==> config.mk <==
export PLATFORM = sky130hd
export DESIGN_NAME = ft12_group_write_framer_top
export DESIGN_NICKNAME = d
export VERILOG_FILES = /design/src/rtl/ft12gw_pkg.sv /design/src/rtl/ft12gw_front.sv /design/src/rtl/ft12gw_fifo.sv /design/src/rtl/ft12gw_back.sv /design/src/rtl/ft12_group_write_framer_top.sv
export SDC_FILE = /design/constraint.sdc
export NUM_CORES = 1
export LEC_CHECK = 0
export BUFFER_PORTS_ARGS = -buffer_cell sky130_fd_sc_hd__clkbuf_2
export CAP_MARGIN = 20
export CORE_MARGIN = 3
export CORE_UTILIZATION = 48
export CTS_BUF_LIST = sky130_fd_sc_hd__clkbuf_2 sky130_fd_sc_hd__clkbuf_4 sky130_fd_sc_hd__clkbuf_8
export DETAILED_ROUTE_END_ITERATION = 12
export PLACE_DENSITY_LB_ADDON = 0.25
export SLEW_MARGIN = 20
export SYNTH_ARGS = -nofsm -noshare
export SYNTH_HDL_FRONTEND = slang
export SYNTH_HIERARCHICAL = 1
export SYNTH_SLANG_ARGS = --single-unit
==> constraint.sdc <==
create_clock -name aclk -period 5.34 [get_ports aclk]
set_clock_uncertainty 0.2 [all_clocks]
set_input_delay 0.267 -clock aclk [delete_from_list [all_inputs] [get_ports aclk]]
set_output_delay 0.267 -clock aclk [all_outputs]
set_load 0.05 [all_outputs]
==> src/rtl/ft12gw_pkg.sv <==
// Shared types, constants and telegram tables of the FT1.2 group write framer.
`timescale 1ns / 1ps

package ft12gw_pkg;

    // Request queue depth between front and back
    localparam int QUEUE_DEPTH = 2;

    // Request kinds
    localparam logic [1:0] KIND_BYTE  = 2'd0;
    localparam logic [1:0] KIND_FLOAT = 2'd1;

    // Framing bytes
    localparam logic [7:0] FT_START   = 8'h68;
    localparam logic [7:0] FT_END     = 8'h16;
    localparam logic [7:0] FCB_BIT    = 8'h20;
    localparam logic [7:0] CTRL_RESET = 8'h73;
    localparam logic [7:0] CTRL_DATA  = CTRL_RESET ^ FCB_BIT;
    localparam logic [7:0] LLOFF_LEN  = 8'h09;

    // APDU / NPDU bytes
    localparam logic [7:0] APDU_FLOAT  = 8'h80;
    localparam logic [7:0] APDU_OTHER  = 8'hFF;
    localparam logic [7:0] NPDU_FLOAT  = 8'h03;
    localparam logic [7:0] NPDU_BYTE   = 8'h01;

    // Two-byte float limits
    localparam logic [15:0]        FLOAT_INVALID = 16'h7FFF;
    localparam logic [25:0]        MANT_MAX      = 26'd2047;
    localparam logic signed [26:0] FLOAT_MIN     = -27'sd67108864;
    localparam logic signed [26:0] FLOAT_LIMIT   = 27'sd67076096;

    // One queued request, already classified and encoded
    typedef struct packed {
        logic       is_float;
        logic [7:0] dst_hi;
        logic [7:0] sub_addr;
        logic [7:0] apdu;
        logic [15:0] flt;
    } req_entry_t;

    // FT1.2 reset telegram
    function automatic logic [7:0] reset_tel_byte(input logic [1:0] idx);
        logic [7:0] b;
        case (idx)
            2'd0:    b = 8'h10;
            2'd1:    b = 8'h40;
            2'd2:    b = 8'h40;
            default: b = 8'h16;
        endcase
        return b;
    endfunction

    // Link-layer-on telegram
    function automatic logic [7:0] llon_byte(input logic [3:0] idx);
        logic [7:0] b;
        case (idx)
            4'd0:    b = 8'h68;
            4'd1:    b = 8'h09;
            4'd2:    b = 8'h09;
            4'd3:    b = 8'h68;
            4'd4:    b = 8'h73;
            4'd5:    b = 8'hF6;
            4'd6:    b = 8'h00;
            4'd7:    b = 8'h08;
            4'd8:    b = 8'h01;
            4'd9:    b = 8'h34;
            4'd10:   b = 8'h10;
            4'd11:   b = 8'h01;
            4'd12:   b = 8'h00;
            4'd13:   b = 8'hB7;
            4'd14:   b = 8'h16;
            default: b = 8'h00;
        endcase
        return b;
    endfunction

    // Link-layer-off body (between control byte and checksum)
    function automatic logic [7:0] lloff_body_byte(input logic [2:0] idx);
        logic [7:0] b;
        case (idx)
            3'd0:    b = 8'hF6;
            3'd1:    b = 8'h00;
            3'd2:    b = 8'h08;
            3'd3:    b = 8'h01;
            3'd4:    b = 8'h34;
            3'd5:    b = 8'h10;
            3'd6:    b = 8'h01;
            default: b = 8'hF0;
        endcase
        return b;
    endfunction

endpackage

==> src/rtl/ft12gw_front.sv <==
// Front end: accepts requests, builds the address bytes and encodes the two-byte float.
`timescale 1ns / 1ps

module ft12gw_front (
    input  logic                      aclk,
    input  logic                      aresetn,
    input  logic                      s_valid,
    output logic                      s_ready,
    input  logic [1:0]                s_kind,
    input  logic [4:0]                s_main_grp,
    input  logic [2:0]                s_middle_group,
    input  logic [7:0]                s_sub_address,
    input  logic [7:0]                s_value_byte,
    input  logic signed [26:0]        s_value_hundredths,
    output logic                      q_push,
    output ft12gw_pkg::req_entry_t    q_data,
    input  logic                      q_full
);
    import ft12gw_pkg::*;

    typedef enum logic [1:0] {
        ST_IDLE = 2'b01,
        ST_NORM = 2'b10
    } front_state_t;

    front_state_t state_reg, state_next;
    logic        is_float_reg, is_float_next;
    logic [7:0]  dst_hi_reg, dst_hi_next;
    logic [7:0]  sub_reg, sub_next;
    logic [7:0]  apdu_reg, apdu_next;
    logic        neg_reg, neg_next;
    logic        ovf_reg, ovf_next;
    logic [25:0] mag_reg, mag_next;
    logic [3:0]  expo_reg, expo_next;

    logic        accept;
    logic        norm_busy;
    logic [26:0] neg_value;
    logic [10:0] mant;

    assign s_ready   = (state_reg == ST_IDLE);
    assign accept    = s_valid && s_ready;
    assign neg_value = 27'(-s_value_hundredths);
    // one shift a cycle until the magnitude fits the 11-bit mantissa
    assign norm_busy = is_float_reg && !ovf_reg && (mag_reg > MANT_MAX);
    assign mant      = neg_reg ? 11'(~mag_reg[10:0] + 11'd1) : mag_reg[10:0];

    // Queue entry
    always_comb begin
        q_data.is_float = is_float_reg;
        q_data.dst_hi   = dst_hi_reg;
        q_data.sub_addr = sub_reg;
        q_data.apdu     = apdu_reg;
        q_data.flt      = ovf_reg ? FLOAT_INVALID : {neg_reg, expo_reg, mant};
    end

    // Classify and normalize
    always_comb begin
        state_next    = state_reg;
        is_float_next = is_float_reg;
        dst_hi_next   = dst_hi_reg;
        sub_next      = sub_reg;
        apdu_next     = apdu_reg;
        neg_next      = neg_reg;
        ovf_next      = ovf_reg;
        mag_next      = mag_reg;
        expo_next     = expo_reg;
        q_push        = 1'b0;
        case (state_reg)
            ST_IDLE: begin
                if (accept) begin
                    is_float_next = (s_kind == KIND_FLOAT);
                    dst_hi_next   = {s_main_grp, s_middle_group};
                    sub_next      = s_sub_address;
                    if (s_kind == KIND_FLOAT) begin
                        apdu_next = APDU_FLOAT;
                    end else if (s_kind == KIND_BYTE) begin
                        apdu_next = s_value_byte;
                    end else begin
                        apdu_next = APDU_OTHER;
                    end
                    neg_next   = s_value_hundredths[26];
                    ovf_next   = (s_value_hundredths == FLOAT_MIN) ||
                                 (s_value_hundredths >= FLOAT_LIMIT);
                    mag_next   = s_value_hundredths[26] ? neg_value[25:0]
                                                        : s_value_hundredths[25:0];
                    expo_next  = 4'd0;
                    state_next = ST_NORM;
                end
            end
            ST_NORM: begin
                if (norm_busy) begin
                    mag_next  = {1'b0, mag_reg[25:1]};
                    expo_next = expo_reg + 4'd1;
                end else if (!q_full) begin
                    q_push     = 1'b1;
                    state_next = ST_IDLE;
                end
            end
            default: state_next = ST_IDLE;
        endcase
    end

    always_ff @(posedge aclk) begin
        if (!aresetn) begin
            state_reg <= ST_IDLE;
        end else begin
            state_reg <= state_next;
        end
        is_float_reg <= is_float_next;
        dst_hi_reg   <= dst_hi_next;
        sub_reg      <= sub_next;
        apdu_reg     <= apdu_next;
        neg_reg      <= neg_next;
        ovf_reg      <= ovf_next;
        mag_reg      <= mag_next;
        expo_reg     <= expo_next;
    end

`ifndef SYNTHESIS
    // an accepted request always goes to the normalize step
    assert property (@(posedge aclk) disable iff (!aresetn)
        accept |=> (state_reg == ST_NORM))
        else $error("front: accepted request did not enter normalize");
    // each normalize step bumps the exponent by one
    assert property (@(posedge aclk) disable iff (!aresetn)
        (state_reg == ST_NORM && norm_busy) |=> (expo_reg == 4'($past(expo_reg) + 4'd1)))
        else $error("front: exponent did not advance on shift");
`endif

endmodule

==> src/rtl/ft12gw_fifo.sv <==
// Small request queue between the front and back ends.
`timescale 1ns / 1ps

module ft12gw_fifo #(
    parameter int DEPTH = ft12gw_pkg::QUEUE_DEPTH
) (
    input  logic                   aclk,
    input  logic                   aresetn,
    input  logic                   push,
    input  ft12gw_pkg::req_entry_t push_data,
    output logic                   full,
    input  logic                   pop,
    output ft12gw_pkg::req_entry_t head,
    output logic                   empty
);
    import ft12gw_pkg::*;

    localparam int PTR_W = (DEPTH > 1) ? $clog2(DEPTH) : 1;
    localparam int CNT_W = $clog2(DEPTH + 1);
    localparam logic [PTR_W-1:0] LAST_IDX = PTR_W'(DEPTH - 1);
    localparam logic [CNT_W-1:0] FULL_CNT = CNT_W'(DEPTH);

    req_entry_t       mem_reg [DEPTH];
    logic [PTR_W-1:0] wr_ptr_reg, wr_ptr_next;
    logic [PTR_W-1:0] rd_ptr_reg, rd_ptr_next;
    logic [CNT_W-1:0] count_reg, count_next;

    assign full  = (count_reg == FULL_CNT);
    assign empty = (count_reg == '0);
    assign head  = mem_reg[rd_ptr_reg];

    // Pointer and count update
    always_comb begin
        wr_ptr_next = wr_ptr_reg;
        rd_ptr_next = rd_ptr_reg;
        count_next  = count_reg;
        if (push) begin
            wr_ptr_next = (wr_ptr_reg == LAST_IDX) ? '0 : wr_ptr_reg + PTR_W'(1);
        end
        if (pop) begin
            rd_ptr_next = (rd_ptr_reg == LAST_IDX) ? '0 : rd_ptr_reg + PTR_W'(1);
        end
        if (push && !pop) begin
            count_next = count_reg + CNT_W'(1);
        end else if (pop && !push) begin
            count_next = count_reg - CNT_W'(1);
        end
    end

    always_ff @(posedge aclk) begin
        if (!aresetn) begin
            wr_ptr_reg <= '0;
            rd_ptr_reg <= '0;
            count_reg  <= '0;
        end else begin
            wr_ptr_reg <= wr_ptr_next;
            rd_ptr_reg <= rd_ptr_next;
            count_reg  <= count_next;
        end
    end

    always_ff @(posedge aclk) begin
        if (push) begin
            mem_reg[wr_ptr_reg] <= push_data;
        end
    end

endmodule

==> src/rtl/ft12gw_back.sv <==
// Back end: walks a request's telegrams, one byte a cycle unless m_ready stalls.
`timescale 1ns / 1ps

module ft12gw_back (
    input  logic                   aclk,
    input  logic                   aresetn,
    input  logic [15:0]            source_address,
    input  ft12gw_pkg::req_entry_t q_head,
    input  logic                   q_empty,
    output logic                   q_pop,
    output logic                   m_valid,
    input  logic                   m_ready,
    output logic [7:0]             m_out_byte,
    output logic                   m_last
);
    import ft12gw_pkg::*;

    req_entry_t  cur_reg, cur_next;
    logic        active_reg, active_next;
    logic [5:0]  pos_reg, pos_next;
    logic [7:0]  sum_reg, sum_next;
    logic        m_valid_reg, m_valid_next;
    logic [7:0]  m_byte_reg, m_byte_next;
    logic        m_last_reg, m_last_next;

    logic [3:0]  blen;
    logic [5:0]  sum_pos;
    logic [5:0]  last_pos;
    logic [5:0]  off;
    logic [3:0]  body_idx;
    logic [5:0]  body_off;
    logic [7:0]  body_byte;
    logic [7:0]  gen_byte;
    logic        sum_set;
    logic        sum_add;
    logic        out_slot;

    assign blen     = cur_reg.is_float ? 4'd13 : 4'd11;
    assign sum_pos  = 6'd24 + {2'b00, blen};
    assign last_pos = 6'd40 + {2'b00, blen};
    assign off      = pos_reg - sum_pos - 6'd2;
    assign body_off = pos_reg - 6'd24;
    assign body_idx = body_off[3:0];
    assign out_slot = !m_valid_reg || m_ready;

    // cEMI body byte at body_idx
    always_comb begin
        case (body_idx)
            4'd0:    body_byte = 8'h11;
            4'd1:    body_byte = 8'h00;
            4'd2:    body_byte = 8'h9C;
            4'd3:    body_byte = 8'hE0;
            4'd4:    body_byte = source_address[15:8];
            4'd5:    body_byte = source_address[7:0];
            4'd6:    body_byte = cur_reg.dst_hi;
            4'd7:    body_byte = cur_reg.sub_addr;
            4'd8:    body_byte = cur_reg.is_float ? NPDU_FLOAT : NPDU_BYTE;
            4'd9:    body_byte = 8'h00;
            4'd10:   body_byte = cur_reg.apdu;
            4'd11:   body_byte = cur_reg.flt[15:8];
            4'd12:   body_byte = cur_reg.flt[7:0];
            default: body_byte = 8'h00;
        endcase
    end

    // Byte at pos_reg, with checksum start/accumulate flags
    always_comb begin
        gen_byte = 8'h00;
        sum_set  = 1'b0;
        sum_add  = 1'b0;
        if (pos_reg < 6'd4) begin
            gen_byte = reset_tel_byte(pos_reg[1:0]);
        end else if (pos_reg < 6'd19) begin
            gen_byte = llon_byte(4'(pos_reg - 6'd4));
        end else if (pos_reg == 6'd19 || pos_reg == 6'd22) begin
            gen_byte = FT_START;
        end else if (pos_reg < 6'd22) begin
            gen_byte = {4'd0, blen} + 8'd1;
        end else if (pos_reg == 6'd23) begin
            gen_byte = CTRL_DATA;
            sum_set  = 1'b1;
        end else if (pos_reg < sum_pos) begin
            gen_byte = body_byte;
            sum_add  = 1'b1;
        end else if (pos_reg == sum_pos) begin
            gen_byte = sum_reg;
        end else if (pos_reg == sum_pos + 6'd1) begin
            gen_byte = FT_END;
        end else begin
            // link-off telegram
            if (off == 6'd0 || off == 6'd3) begin
                gen_byte = FT_START;
            end else if (off < 6'd3) begin
                gen_byte = LLOFF_LEN;
            end else if (off == 6'd4) begin
                gen_byte = CTRL_RESET;
                sum_set  = 1'b1;
            end else if (off < 6'd13) begin
                gen_byte = lloff_body_byte(3'(off - 6'd5));
                sum_add  = 1'b1;
            end else if (off == 6'd13) begin
                gen_byte = sum_reg;
            end else begin
                gen_byte = FT_END;
            end
        end
    end

    // Sequencer and output register
    always_comb begin
        cur_next     = cur_reg;
        active_next  = active_reg;
        pos_next     = pos_reg;
        sum_next     = sum_reg;
        m_valid_next = m_valid_reg && !m_ready;
        m_byte_next  = m_byte_reg;
        m_last_next  = m_last_reg;
        q_pop        = 1'b0;
        if (!active_reg) begin
            if (!q_empty) begin
                q_pop       = 1'b1;
                cur_next    = q_head;
                active_next = 1'b1;
                pos_next    = 6'd0;
            end
        end else if (out_slot) begin
            m_valid_next = 1'b1;
            m_byte_next  = gen_byte;
            m_last_next  = (pos_reg == last_pos);
            pos_next     = pos_reg + 6'd1;
            if (sum_set) begin
                sum_next = gen_byte;
            end else if (sum_add) begin
                sum_next = sum_reg + gen_byte;
            end
            if (pos_reg == last_pos) begin
                active_next = 1'b0;
            end
        end
    end

    always_ff @(posedge aclk) begin
        if (!aresetn) begin
            active_reg  <= 1'b0;
            m_valid_reg <= 1'b0;
        end else begin
            active_reg  <= active_next;
            m_valid_reg <= m_valid_next;
        end
        cur_reg    <= cur_next;
        pos_reg    <= pos_next;
        sum_reg    <= sum_next;
        m_byte_reg <= m_byte_next;
        m_last_reg <= m_last_next;
    end

    assign m_valid    = m_valid_reg;
    assign m_out_byte = m_byte_reg;
    assign m_last     = m_last_reg;

`ifndef SYNTHESIS
    // position never runs past the end of the sequence
    assert property (@(posedge aclk) disable iff (!aresetn)
        active_reg |-> (pos_reg <= last_pos))
        else $error("back: byte position past end of sequence");
    // every sequence closes with the FT1.2 end byte
    assert property (@(posedge aclk) disable iff (!aresetn)
        (m_valid_reg && m_last_reg) |-> (m_byte_reg == FT_END))
        else $error("back: last byte is not the end byte");
    // emitting the final byte releases the sequencer and marks last
    assert property (@(posedge aclk) disable iff (!aresetn)
        (active_reg && out_slot && pos_reg == last_pos) |=> (!active_reg && m_last_reg))
        else $error("back: final byte did not close the request");
`endif

endmodule

==> src/rtl/ft12_group_write_framer_top.sv <==
// Top level of the FT1.2 group write framer: config register, front, queue and back.
`timescale 1ns / 1ps

// An accepted request passes the front registers, the queue and the back request register
//   before its first byte is registered at the output; float requests also run the normalize
//   loop in the front (up to 15 mantissa shifts). Each request gives 52 bytes (54 for float),
//   one byte a cycle while m_ready does not stall; the next queued request is fetched after its last byte.
// Reset (synchronous, active low): queue emptied, sequencer idle, source address 0.
module ft12_group_write_framer_top #(
    parameter int QUEUE_DEPTH = ft12gw_pkg::QUEUE_DEPTH
) (
    input  logic               aclk,
    input  logic               aresetn,
    input  logic               cfg_valid,
    output logic               cfg_ready,
    input  logic [15:0]        cfg_data,
    input  logic               s_valid,
    output logic               s_ready,
    input  logic [1:0]         s_kind,
    input  logic [4:0]         s_main_grp,
    input  logic [2:0]         s_middle_group,
    input  logic [7:0]         s_sub_address,
    input  logic [7:0]         s_value_byte,
    input  logic signed [26:0] s_value_hundredths,
    output logic               m_valid,
    input  logic               m_ready,
    output logic [7:0]         m_out_byte,
    output logic               m_last
);
    import ft12gw_pkg::*;

    logic [15:0] source_address_reg, source_address_next;
    logic        q_push;
    logic        q_full;
    logic        q_pop;
    logic        q_empty;
    req_entry_t  q_in;
    req_entry_t  q_head;

    // Source address register
    assign cfg_ready = 1'b1;
    assign source_address_next = (cfg_valid && cfg_ready) ? cfg_data : source_address_reg;

    always_ff @(posedge aclk) begin
        if (!aresetn) begin
            source_address_reg <= '0;
        end else begin
            source_address_reg <= source_address_next;
        end
    end

    ft12gw_front u_front (
        .aclk               (aclk),
        .aresetn            (aresetn),
        .s_valid            (s_valid),
        .s_ready            (s_ready),
        .s_kind             (s_kind),
        .s_main_grp         (s_main_grp),
        .s_middle_group     (s_middle_group),
        .s_sub_address      (s_sub_address),
        .s_value_byte       (s_value_byte),
        .s_value_hundredths (s_value_hundredths),
        .q_push             (q_push),
        .q_data             (q_in),
        .q_full             (q_full)
    );

    ft12gw_fifo #(
        .DEPTH (QUEUE_DEPTH)
    ) u_fifo (
        .aclk      (aclk),
        .aresetn   (aresetn),
        .push      (q_push),
        .push_data (q_in),
        .full      (q_full),
        .pop       (q_pop),
        .head      (q_head),
        .empty     (q_empty)
    );

    ft12gw_back u_back (
        .aclk           (aclk),
        .aresetn        (aresetn),
        .source_address (source_address_reg),
        .q_head         (q_head),
        .q_empty        (q_empty),
        .q_pop          (q_pop),
        .m_valid        (m_valid),
        .m_ready        (m_ready),
        .m_out_byte     (m_out_byte),
        .m_last         (m_last)
    );

endmodule

Word-level counts from Yosys, hierarchy flattened --
Memories as Yosys holds them, arrays and structs flattened. A register that Yosys moved wholly into a read port is not among the register bits. Index checks and enable logic that the tools add are counted.
Cells by class: bitwise operators 4, multipliers 0, divide/modulo/power cells 0, add/subtract/negate cells 18, multiplexer cells 76, shift-type cells 0, eq/ne operators 38, $lt $le $gt $ge 8, reduce and logical (&&, ||, !) cells 34
Operator list (count):
- two-way mux 8 bit | 15
- case mux 8 bit (11 select lines) | 1
- two-way mux 26 bit | 3
- case mux 26 bit (2 select lines) | 1
- case mux 8 bit (6 select lines) | 1
- two-way mux 1 bit | 37
- == test 27 bit (second input constant) | 1
- >= comparator 27 bit (second input constant) | 1
- > comparator 26 x 11 -> 1 bit (second input constant) | 1
- negator 26 bit | 1
- == test 6 x 5 -> 1 bit (second input constant) | 3
- == test 6 bit | 3
- two-way mux 6 bit | 3
- == test 4 x 3 -> 1 bit (second input constant) | 4
- == test 4 bit (second input constant) | 4
- two-way mux 16 bit | 1
- case mux 7 bit (2 select lines) | 1
- adder 6 x 1 -> 6 bit (second input constant) | 2
- < comparator 6 x 5 -> 1 bit (second input constant) | 2
- two-way mux 2 bit | 6
- adder 11 x 1 -> 11 bit (second input constant) | 1
- two-way mux 11 bit | 1
- NOT 11 bit | 1
- != test 2 bit (second input constant) | 5
- 44 further kinds | 79
Storage, ports and cells: RAM bits 82, output and inout bits 12, bits in registers 104, memories 2, bits of input ports 74, ROM bits 128, logic and storage cells 200, bits in latches 0
Memory list:
- (no name shown) | depth 16, bits a word 8, rd ports 1, clocked after Yosys merged registers in 0, write ports 0, line ft12gw_pkg.sv:57 | case (idx)
- u_fifo.mem_reg | depth 2, bits a word 41, rd ports 1, clocked after Yosys merged registers in 1, write ports 1, line ft12gw_fifo.sv:23 | req_entry_t mem_reg [DEPTH];

Logic depth before layout (Yosys ltp) --
depth in word-level cells 23, gate-level depth with buffers 21, gate-level depth less buffers 20

By module --
The synthesis kept the hierarchy.
Modules (own cells, without submodules):
- ft12gw_back | area an instance 4068.9 µm², sequential area each 1961.9 µm², cells each 375, instances 1
- ft12gw_front | area an instance 3195.6 µm², sequential area each 1751.7 µm², cells each 283, instances 1
- ft12gw_fifo | area an instance 3168.0 µm², sequential area each 2562.5 µm², cells each 150, instances 1
- ft12_group_write_framer_top | area an instance 626.9 µm², sequential area each 320.3 µm², cells each 53, instances 1

Least setup slack after synthesis --
No wires, ideal clock.
kind reg2reg, start register u_back.pos_reg[1], end register u_back.sum_reg[7], data pin, path slack 0.229 ns, buffers on the path 1, arrival time 4.758 ns, stages on the path, launching flop included 22, required time 4.987 ns, clock period less this slack 5.111 ns, library setup time 0.153 ns, cells stage by stage edfxtp_1 > inv_1 > ha_1 > buf_2 > nand2b_1 > clkinv_1 > fa_1 > a211oi_1 > xnor2_1 > o2111ai_1 > nor3_2 > a21oi_1 > o221ai_1 > o211ai_1 > ha_1 > a21o_1 > a211oi_1 > o21bai_1 > a21o_1 > a21oi_1 > mux2_2 > o22ai_1
Between the ends: cells in the longest elaborated chain, start to end 21, elaborated cells on any way between the ends 76, classes of those cells 6 x add/sub; 6 x order compare; 26 x eq/ne; 29 x mux; 8 x reduce/logical; 1 x memory
Ends and longest elaborated chain:
- start: declaration | line ft12gw_back.sv:20 | logic [5:0] pos_reg, pos_next;
- start signal: assignment | line ft12gw_back.sv:151 | pos_reg <= pos_next;
- subtractor 6 bit | line ft12gw_back.sv:41 | assign off = pos_reg - sum_pos - 6'd2;
- subtractor 6 x 2 -> 6 bit | line ft12gw_back.sv:41
- subtractor 3 bit | line ft12gw_back.sv:99 | gen_byte = lloff_body_byte(3'(off - 6'd5));
- == test 3 x 2 -> 1 bit / == test 3 bit (equally long branches) | line ft12gw_pkg.sv:81 | case (idx)
- OR reduction 2 bit (no line)
- case mux 8 bit (6 select lines) | line ft12gw_pkg.sv:81
- two-way mux 8 bit | line ft12gw_back.sv:98 | end else if (off < 6'd13) begin
- two-way mux 8 bit | line ft12gw_back.sv:95 | end else if (off == 6'd4) begin
- (+6 left out)
- two-way mux 8 bit | line ft12gw_back.sv:77 | end else if (pos_reg < 6'd22) begin
- two-way mux 8 bit | line ft12gw_back.sv:75 | end else if (pos_reg == 6'd19 || pos_reg == 6'd22) begin
- two-way mux 8 bit | line ft12gw_back.sv:73 | end else if (pos_reg < 6'd19) begin
- two-way mux 8 bit * | line ft12gw_back.sv:71 | if (pos_reg < 6'd4) begin
- via u_back.gen_byte[1] | line ft12gw_back.sv:33 | logic [7:0] gen_byte;
- adder 8 bit * | line ft12gw_back.sv:134 | sum_next = sum_reg + gen_byte;
- two-way mux 8 bit * | line ft12gw_back.sv:133 | end else if (sum_add) begin
- two-way mux 8 bit * | line ft12gw_back.sv:131 | if (sum_set) begin
- end signal: assignment | line ft12gw_back.sv:152 | sum_reg <= sum_next;
- end: declaration | line ft12gw_back.sv:21 | logic [7:0] sum_reg, sum_next;
The timed path passes the listed nets; every way through them passes the cells marked *. The select of a mux whose other input is x is not followed. A chain may end at the register's enable or synchronous reset.

Final worst setup path --
start register u_back/cur_reg[40] in the netlist's numbering, end register u_back.sum_reg[7], data pin
Between the ends: cells in the longest elaborated chain, start to end 23, elaborated cells on any way between the ends 55, classes of those cells 7 x add/sub; 3 x order compare; 11 x eq/ne; 30 x mux; 4 x reduce/logical
Ends and longest elaborated chain:
- start: declaration | line ft12gw_back.sv:18 | req_entry_t cur_reg, cur_next;
- start signal: assignment | line ft12gw_back.sv:150 | cur_reg <= cur_next;
- two-way mux 3 bit | line ft12gw_back.sv:38 | assign blen = cur_reg.is_float ? 4'd13 : 4'd11;
- adder 5 x 4 -> 6 bit | line ft12gw_back.sv:39 | assign sum_pos = 6'd24 + {2'b00, blen};
- subtractor 6 bit | line ft12gw_back.sv:41
- subtractor 6 x 2 -> 6 bit | line ft12gw_back.sv:41
- subtractor 3 bit | line ft12gw_back.sv:99
- == test 3 x 2 -> 1 bit / == test 3 bit (equally long branches) | line ft12gw_pkg.sv:81
- OR reduction 2 bit (no line)
- case mux 8 bit (6 select lines) | line ft12gw_pkg.sv:81
- (+8 left out)
- two-way mux 8 bit * | line ft12gw_back.sv:77
- two-way mux 8 bit * | line ft12gw_back.sv:75
- two-way mux 8 bit * | line ft12gw_back.sv:73
- two-way mux 8 bit * | line ft12gw_back.sv:71
- via u_back.gen_byte[1] | line ft12gw_back.sv:33
- adder 8 bit * | line ft12gw_back.sv:134
- two-way mux 8 bit * | line ft12gw_back.sv:133
- two-way mux 8 bit * | line ft12gw_back.sv:131
Marked as above.

==> impl_metrics.py <==
metrics = {
    "clock_network": {
        "root_buffer": "clkbuf_8",
        "h-tree-depth": 2,
        "cts_sinks": 228,
        "clk_pin_slew_ps": 60,
        "cts_tree": "done",
        "cts_buffer_depth": 3,
        "clk_latency_ps": 530,
        "numCtsBuffers": 38,
    },
    "floorplan": {
        "die_height_um": 158,
        "die_w_um": 158,
        "dieArea_um2": 24900,
        "rows": 54,
        "initial_core_util_pct": 49.8,
        "core_region_area_um2": 22200,
        "io_pins": 86,
    },
    "min_path": {
        "worstHoldPathType": "input port to flip-flop",
    },
    "detailed_routing": {
        "viasPerCell": 5.57,
        "num_vias": 7529,
        "drt_iter0_markers": 488,
        "wl_per_cell_um": 18.2,
        "ant_nets": 0,
        "route.detailed.drc": 0,
        "drt_wl_total_um": 24600,
        "first_pass_iters": 5,
    },
    "finish": {
        "final_common_cell": "edfxtp_1",
        "final_nets": 1147,
        "stdcell_area_um2": 13400,
        "insertedDiodeCount": 0,
        "drive_gt1_share_pct": 24.1,
        "area_delta_synth_final_pct": 21.2,
        "final_util_pct": 60.3,
        "largest_register_ffs": 82,
        "final_cell_mix": "203 x edfxtp_1, 84 x clkbuf_2, 76 x dlygate4sd3_1, 63 x nand2_1, 44 x clkbuf_8",
    },
    "logic_synthesis": {
        "ys.flop_type": "edfxtp_1",
        "postSynthAreaPerCell_um2": 12.8,
        "synth-async-reset-ratio_pct": 0,
        "synth_fp_nets": 964,
        "synth-warning-count": 6,
        "ys_seq_area_share_pct": 59.6,
        "netlist_area_um2": 11100,
        "synth_cell_types": 79,
        "ys_ff_latch": 228,
        "synth_edf_count": 203,
        "syn_inst": 861,
    },
    "power_and_ir_drop": {
        "power.density_nw_per_um2": 553,
        "power.leakage_nw": 4.99,
        "max-vdd-ir-drop_mv": 0.344,
        "power.total_mw": 7.41,
    },
    "setup_path": {
        "critPathMaxStageDelay_ps": 400,
        "critPathBufInv": 2,
        "cp_top_family": "compound AO/OA/AOI/OAI gates",
        "end_kind": "flip-flop",
        "worstPathMaxFanout": 4,
        "cp-start-kind": "flip-flop",
        "path_cells": "inv_1 > ha_1 > nand2b_1 > clkinv_1 > fa_2 > a211oi_2 > xnor2_2 > o2111ai_2 > nor3_2 > a21oi_1 > o221ai_1 > o211ai_1 > ha_1 > a21o_1 > a211oi_1 > o21bai_1 > a21o_1 > a21oi_2 > mux2_2 > o22ai_1",
        "cp_slowest_cell": "fa_2",
        "critPathKind": "flip-flop to flip-flop",
        "cp.required_ps": 5510,
        "arrival_ps": 5190,
    },
    "place": {
        "post-place-ws_ps": 49.1,
        "hpwl_um": 16500,
        "routabilityCongestion": 0.917,
        "io_buffers": 84,
        "dpl_cell_area_um2": 11800,
    },
    "global_route": {
        "first_global_vias": 7626,
        "antenna_found_initial": 0,
        "grt_pass1_wl_um": 39600,
        "grt_use_total_pct": 20.2,
        "grt_max_degree": 44,
        "grt_overflow": 0,
    },
    "sta": {
        "setup_slack_ps": 320,
        "finalCritPeriodShare_pct": 94.0,
        "drv_slew": 0,
        "fmax_mhz": 199,
        "fin_tns_setup_ps": 0,
        "max_slew_margin_pct": 33.1,
        "hold_viol": 0,
        "min_period_ps": 5020,
        "worst_pin_slew_ps": 1000,
        "setup_viol": 0,
    },
    "status": {
        "status": "finished, final reports clean",
    },
    "job": {
        "drv_cap": 0,
    },
}
==> power by group <==
part,internal (mW),switching (mW)
combinational,1.32,1.99
sequential,2.37,0.197
clock,0.863,0.679
==> Yosys cell counts, types with 5 or more instances <==
library cell | instances | share of area, %
clkbuf_1 | 25 | 0.85
mux2_2 | 40 | 4.1
xnor2_1 | 13 | 1.0
nand2_1 | 63 | 2.1
or3_1 | 10 | 0.57
o31ai_1 | 16 | 1.1
a22o_1 | 12 | 0.95
or2_2 | 7 | 0.40
ha_1 | 27 | 3.1
o21ai_0 | 34 | 1.5
and3_1 | 5 | 0.28
nand3_1 | 13 | 0.59
nor2b_1 | 27 | 1.5
o211ai_1 | 7 | 0.48
xor2_1 | 36 | 2.9
a21oi_1 | 35 | 1.6
edfxtp_1 | 203 | 55
and2_1 | 11 | 0.62
a21o_1 | 18 | 1.2
inv_1 | 25 | 0.85
mux2i_1 | 19 | 1.7
a211oi_1 | 7 | 0.48
o41ai_2 | 6 | 0.88
o21ai_1 | 19 | 0.86
a222oi_1 | 9 | 0.81
nand2b_1 | 9 | 0.51
nand4_1 | 7 | 0.40
nor2_1 | 34 | 1.2
buf_2 | 10 | 0.45
dfxtp_1 | 25 | 4.5
==> per-layer routing <==
metal | track usage, % | routed length (µm)
met4 | 7.40 | 752
met2 | 34.6 | 12300
met1 | 25.6 | 10200
met3 | 4.26 | 1310
met5 | 0 | 0
==> logic make-up after synthesis <==
group	count (synthesis)	share of synthesized area, %
compound gates	207	13.4
xor+xnor	49	3.88
fa+ha+maj	29	3.42
buf+inv	70	2.91
flops	228	59.6
mux	61	6.00
other cells	1	0.0339
simple gates	216	10.7
==> repair_timing <==
item,in CTS,in global routing
resized for setup,0,5
endpoints found under the setup margin,0,2
hold buffers,75,1
hold endpoints to repair,68,1
setup buffers,0,2
==> per-stage QoR <==
stage               std cells  hold slack, ps
CTS                      1349            1.59
global route             1352            70.4
detailed placement       1206             230
finish                   1352            32.0
global placement         1206             223
floorplan                 861             166
==> final cells by class <==
class	count	area (µm²)
Clock inverter	10	76.3
Clock buffer	58	711
Multi-Input combinational cell	563	4190
Timing Repair Buffer	187	1380
Sequential cell	228	6600
Fill cell	1733	8830
Tap cell	280	350
Inverter	26	97.6
==> worst paths after layout <==
check / slack, ps / cells past startpoint / endpoint / startpoint
min reg2reg: 240 / 0 / u_fifo/mem_reg[1][23]$_DFFE_PP_ / u_front/apdu_reg[7]$_SDFFCE_PP1P_
min: 30 / 3 / u_front/mag_reg[11]$_DFFE_PP_ / s_value_hundredths[11]
max reg2reg: 320 / 20 / u_back/sum_reg[7]$_DFFE_PP_ / u_back/cur_reg[40]$_DFFE_PP_
max: 320 / 20 / u_back/sum_reg[7]$_DFFE_PP_ / u_back/cur_reg[40]$_DFFE_PP_
==> worst register-to-register path, cell delays in order (launching register included) <==
cell,delay [ps]
edfxtp_1,390
inv_1,80
ha_1,290
nand2b_1,180
clkinv_1,150
fa_2,400
a211oi_2,300
xnor2_2,170
o2111ai_2,180
nor3_2,260
a21oi_1,60
o221ai_1,220
o211ai_1,240
ha_1,340
a21o_1,170
a211oi_1,240
o21bai_1,140
a21o_1,210
a21oi_2,180
mux2_2,350
o22ai_1,140
Power figures use the tool's default switching activity.
